==> src/hw/rtl/tzc_pkg.sv <==
// tzc_pkg: shared types and codes for the time zone transition converter.
// No dependencies; used by tzc_ctrl, tzc_dpath and timezone_transition_convert.
`default_nettype none

package tzc_pkg;

  // Operation carried by an input item
  typedef enum logic [1:0] {
    OP_TO_LOCAL   = 2'd0,
    OP_TO_UTC     = 2'd1,
    OP_LOAD_TRANS = 2'd2,
    OP_LOAD_TYPE  = 2'd3
  } opcode_t;

  // Result status codes
  typedef enum logic [2:0] {
    ST_OK        = 3'd0,
    ST_BAD_OP    = 3'd1,
    ST_NOT_ASC   = 3'd2,
    ST_RANGE     = 3'd3,
    ST_BAD_FIELD = 3'd4
  } status_t;

  // Configuration register indexes
  typedef enum logic [1:0] {
    REG_BASE_TIME   = 2'd0,
    REG_TRANS_COUNT = 2'd1,
    REG_TYPE_COUNT  = 2'd2,
    REG_NAME_SIZE   = 2'd3
  } cfg_reg_t;

  localparam int CFG_DATA_W = 63;
  localparam int COUNT_W    = 9;

  // Controller -> datapath
  typedef struct packed {
    logic capture;   // input transfer this cycle
    logic commit;    // finish a load: check, write, set result
    logic out_load;  // move result into output register
  } tzc_cmd_t;

  // Datapath -> controller
  typedef struct packed {
    logic hit;        // scan found its entry this cycle
    logic scan_busy;  // scan pipeline still holds work
  } tzc_stat_t;

endpackage

`default_nettype wire

==> src/hw/rtl/tzc_ctrl.sv <==
// tzc_ctrl: sequencing state machine for the time zone converter.
// Depends on tzc_pkg for the command and status structs.
`default_nettype none

module tzc_ctrl (
  input  wire logic             clk,
  input  wire logic             rst,
  input  wire logic             in_valid,
  input  wire logic             is_load,
  input  wire logic             out_stall,
  input  wire tzc_pkg::tzc_stat_t stat,
  output tzc_pkg::tzc_cmd_t     cmd,
  output logic                  in_stall,
  output logic                  out_valid
);

  typedef enum logic [2:0] {
    S_IDLE,
    S_LD_MUL,
    S_LD_WR,
    S_SCAN,
    S_FINISH
  } state_t;

  state_t state;

  always_comb begin
    in_stall     = (state != S_IDLE);
    cmd.capture  = (state == S_IDLE) && in_valid;
    cmd.commit   = (state == S_LD_WR);
    cmd.out_load = (state == S_FINISH) && (!out_valid || !out_stall);
  end

  always_ff @(posedge clk) begin
    if (rst) begin
      state     <= S_IDLE;
      out_valid <= 1'b0;
    end else begin
      unique case (state)
        S_IDLE: begin
          if (in_valid) state <= is_load ? S_LD_MUL : S_SCAN;
        end
        S_LD_MUL: begin
          state <= S_LD_WR;
        end
        S_LD_WR: begin
          state <= S_FINISH;
        end
        S_SCAN: begin
          if (stat.hit) state <= S_FINISH;
        end
        S_FINISH: begin
          if (!out_valid || !out_stall) state <= S_IDLE;
        end
        default: begin
          state <= S_IDLE;
        end
      endcase

      if (cmd.out_load) out_valid <= 1'b1;
      else if (out_valid && !out_stall) out_valid <= 1'b0;
    end
  end

endmodule

`default_nettype wire

==> config.mk <==
export PLATFORM = sky130hd
export DESIGN_NAME = tzc_ctrl
export DESIGN_NICKNAME = d
export VERILOG_FILES = /design/src/hw/rtl/tzc_pkg.sv /design/src/hw/rtl/tzc_ctrl.sv
export SDC_FILE = /design/constraint.sdc
export NUM_CORES = 1
export LEC_CHECK = 0
export ABC_AREA = 1
export BUFFER_PORTS_ARGS = -buffer_cell sky130_fd_sc_hd__buf_2
export CAP_MARGIN = 40
export CORE_AREA = 2 2 39 41
export CTS_CLUSTER_SIZE = 8
export DETAILED_ROUTE_END_ITERATION = 7
export DIE_AREA = 0 0 41 43
export HOLD_SLACK_MARGIN = 0.1
export SLEW_MARGIN = 10
export SYNTH_ARGS = -nofsm -noshare
export SYNTH_HDL_FRONTEND = slang
export SYNTH_SLANG_ARGS = --single-unit
==> constraint.sdc <==
create_clock -name clk -period 1.9 [get_ports clk]
set_input_delay 0.38 -clock clk [delete_from_list [all_inputs] [get_ports clk]]
set_output_delay 0.38 -clock clk [all_outputs]
set_load 0.01 [all_outputs]
======== After elaboration in Yosys (flattened, before gate mapping) ========
Index checks and enable logic that the tools add are counted.
W data, S select, Z words.
word-level totals
  input port bits ......................... 7
  bits in registers ....................... 4
  logic and storage cells ................. 26
cells by class
  mux-type cells .......................... 7
  reductions and logical operators ........ 10
  equality and inequality tests ........... 7
operator list
  kind                  count
  $pmux W3 S5           1
  $mux W3               3
  $eq A3 B2 Y1 const B  2
  $ne A2 B2 Y1 const B  2
  $eq A3 B1 Y1 const B  1
  $eq A3 B3 Y1 const B  1
  $logic_and A1 B1 Y1   3
  $logic_not A3 Y1      1
  $reduce_and A3 Y1     1
  $reduce_bool A3 Y1    1
  $logic_not A1 Y1      2
  $mux W1               2
  $mux W2               1
  $ne A2 B1 Y1 const B  1
  $reduce_bool A2 Y1    1
  $logic_or A1 B1 Y1    1

======== Logic depth before layout (Yosys ltp) ========
  depth after elaboration ................. 4
  gate-level depth with buffers ........... 6
  depth with buffers taken out ............ 6

======== Worst setup path after synthesis ========
OpenSTA, ideal clock, no wires.
  kind .................................... register to output
  from .................................... reg state[0]
  to ...................................... out cmd[0] (netlist bit)
  cell stages (with the launch flop) ...... 4
  buffers on the path ..................... 0
  slack ................................... 784 ps
  arrival ................................. 736 ps
  cell sequence ........................... dfxtp_1 > nor2_4 > nand2_1 > nor2_1
RTL lines
  item                    line            source
  start, declared         tzc_ctrl.sv:25  state_t state;
  start signal, assigned  tzc_ctrl.sv:41  if (in_valid) state <= is_load ? S_LD_MUL : S_SCAN;
  end, declared           tzc_ctrl.sv:12  output tzc_pkg::tzc_cmd_t cmd,

==> run summary <==
status: finished, final reports clean
initial core utilization: 0.165
dpl hpwl: 398 um
top cells by area, synth: dfxtp_1 35%, nand3_1 11%, inv_1 8.2%
Cell Area, Synth: 229 um2
crit-path cells: nor2_4, nand2_1, nor2_1, buf_2
worst hold endpoint: out_valid
Post-synth EDFFs: 0
fraction of layout cells with a size suffix above 1: 0.413
remaining global-route overflow: 0
Setup crit end kind: output pin
Via-to-Cell Ratio: 4.00
clk sinks: 4
Util after Layout: 0.232
wire length of the first global-routing pass: 765 um
maximum clock path buffer count: 2
Net Sw Power: 85.3 uW
Setup Total Neg Slack: 0 ns
# setup viols final: 0
CTS Buf Count: 3
area of the multi-input gates: 126 um2
WP data required: 1.52 ns
setup bufs post-CTS: 0
CTS clk-pin slew, worst paths: 0.03 ns
FMAX: 0.692 GHz
H-tree depth: 1
worst skew pair latency: 0.23 ns
P_int: 196 uW
flip-flop and latch area: 80.1 um2
Net count, final: 55
top_reg_cell synth: dfxtp_1
clock share of power: 0.358
die area: 0.00176 mm2
CTS tree: done
PD cells: 876 mW/mm2
register area share after synthesis: 0.350
critical-path maximum fanout: 5
worst hold path type: input port to flip-flop
Critical R2R Capture: state[2]
FF+latch count, synth: 4
R2R depth: 5
worst hold path cell count: 2
hold_buf cts: 0
top cell type's share of synthesized area: 0.350
Chip Height: 43 um
core area: 0.00138 mm2
FF-to-FF Start: state[0]
root buffer cell: clkbuf_4
Worst Tran Pin Value: 0.219 ns
Final Hold Viols: 0
drt total wl: 464 um
post-DR wirelength/cell: 7.48 um
Layout area overhead: 40.4%
Ys Warns: 0
Synth cell types: 15
initial antenna violation count: 0
combinational share of power: 0.280
critical path class: flip-flop to output pin
DR DRC count: 0
Worst path max stage delay: 0.35 ns
syn avg cell area: 6.94 um2
I/O Buffers: 10
First-pass DRT Iterations: 4
Max Cap Viol: 0
IO Pins: 12
fin crit period: 1.45 ns
vias in the first global route: 221
Synth area leader: dfxtp_1
relative slew slack: 0.854
RSZ-0062 raised after global routing: false
Syn Inst Count: 33
largest net degree at the start of global routing: 6
family with the most delay on the worst path: flip-flops
Sw Share: 0.303
Tot GR Track Use: 0.0672
Critical-path top delay cell: dfxtp_1
Max Clock Skew: 0.0000582 ns
worst hold margin: 0.353 ns
Hold Crit Start: rst
startpoint types: flip-flop
antenna viol nets, final: 0
diode count: 0
crit path DAT: 1.07 ns
Die X-Extent: 41 um
Resized cells post-CTS: 0
Pleak: 0.000171 uW
fillers: 157
commonest cells in the netlist: 5 x inv_1, 5 x nand3_1, 5 x nor2_1
VDD IR max: 0.000237 V
R2R setup slack: 0.94 ns
gpl congestion: 0.779
drt first-iter violations: 9
# rows: 14
Vias: 248
asr flop ratio synth: 0
Slew Limit Fails: 0
Final Cycle Share: 0.761
Sequential Power Share: 0.362
syn nets: 40
Worst Path Buf+Inv: 1
stage by stage:
step	total power, uW	setup WS [ns]	instance area, um2	instances
6_report	282	0.455	322	62
5_1_grt	306	0.367	322	62
4_1_cts	291	0.428	322	62
3_5_place_dp	183	0.669	299	59
3_3_place_gp	182	0.669	299	59
2_1_floorplan	157	0.784	229	33
power by group through the flow:
stage | Combinational [uW] | Clock, uW | Sequential (uW)
floorplan | 53.9 | 0 | 103
global placement | 79.0 | 0 | 103
detailed placement | 79.8 | 0 | 103
CTS | 80.0 | 109 | 102
global route | 88.1 | 115 | 103
finish | 78.9 | 101 | 102
layer usage:
layer | vias up | wire length, um | track usage
met2 | 8 | 210 | 0.0844
met3 | 0 | 40 | 0.0314
met5 | - | 0 | 0
met4 | 0 | 0 | 0.0600
met1 | 106 | 213 | 0.0801
li1 | 134 | - | -
kinds of logic after synthesis:
logic type | count (synthesis) | share of synthesized area
flops | 4 | 0.350
simple gates | 19 | 0.443
compound gates | 4 | 0.109
buf+inv | 6 | 0.0984
how the worst max path moves through the flow:
stage | startpoint | endpoint | depth (start not counted)
after floorplan | state[0] | cmd[0] | 3
after global placement | out_stall | cmd[0] | 5
after detailed placement | out_stall | cmd[0] | 5
after CTS | state[0] | cmd[0] | 4
after global routing | state[2] | cmd[2] | 4
final | state[0] | cmd[0] | 4
sequential cells by signal, indices dropped and copies added, names as in the netlist:
register   cells
state          3
out_valid      1
cell usage in the layout, fill, tap and decap left out, drive strengths merged:
cell type / Yosys / layout
nand3b: 1 / 1
dfxtp: 4 / 4
nand2: 4 / 4
a21oi: 2 / 2
nor2: 7 / 7
o21ai: 1 / 1
buf: 0 / 10
inv: 6 / 6
a31oi: 1 / 1
nor3: 1 / 1
nand3: 6 / 6
clkbuf: 0 / 3
layout make-up:
type                       count  area share
multi-input combinational     23       0.393
sequential                     4       0.249
timing repair buffer          10       0.156
clock buffer                   3      0.0700
inverter                       6      0.0700
tap                           16      0.0623
No activity file was read; power rests on OpenSTA's default activity.
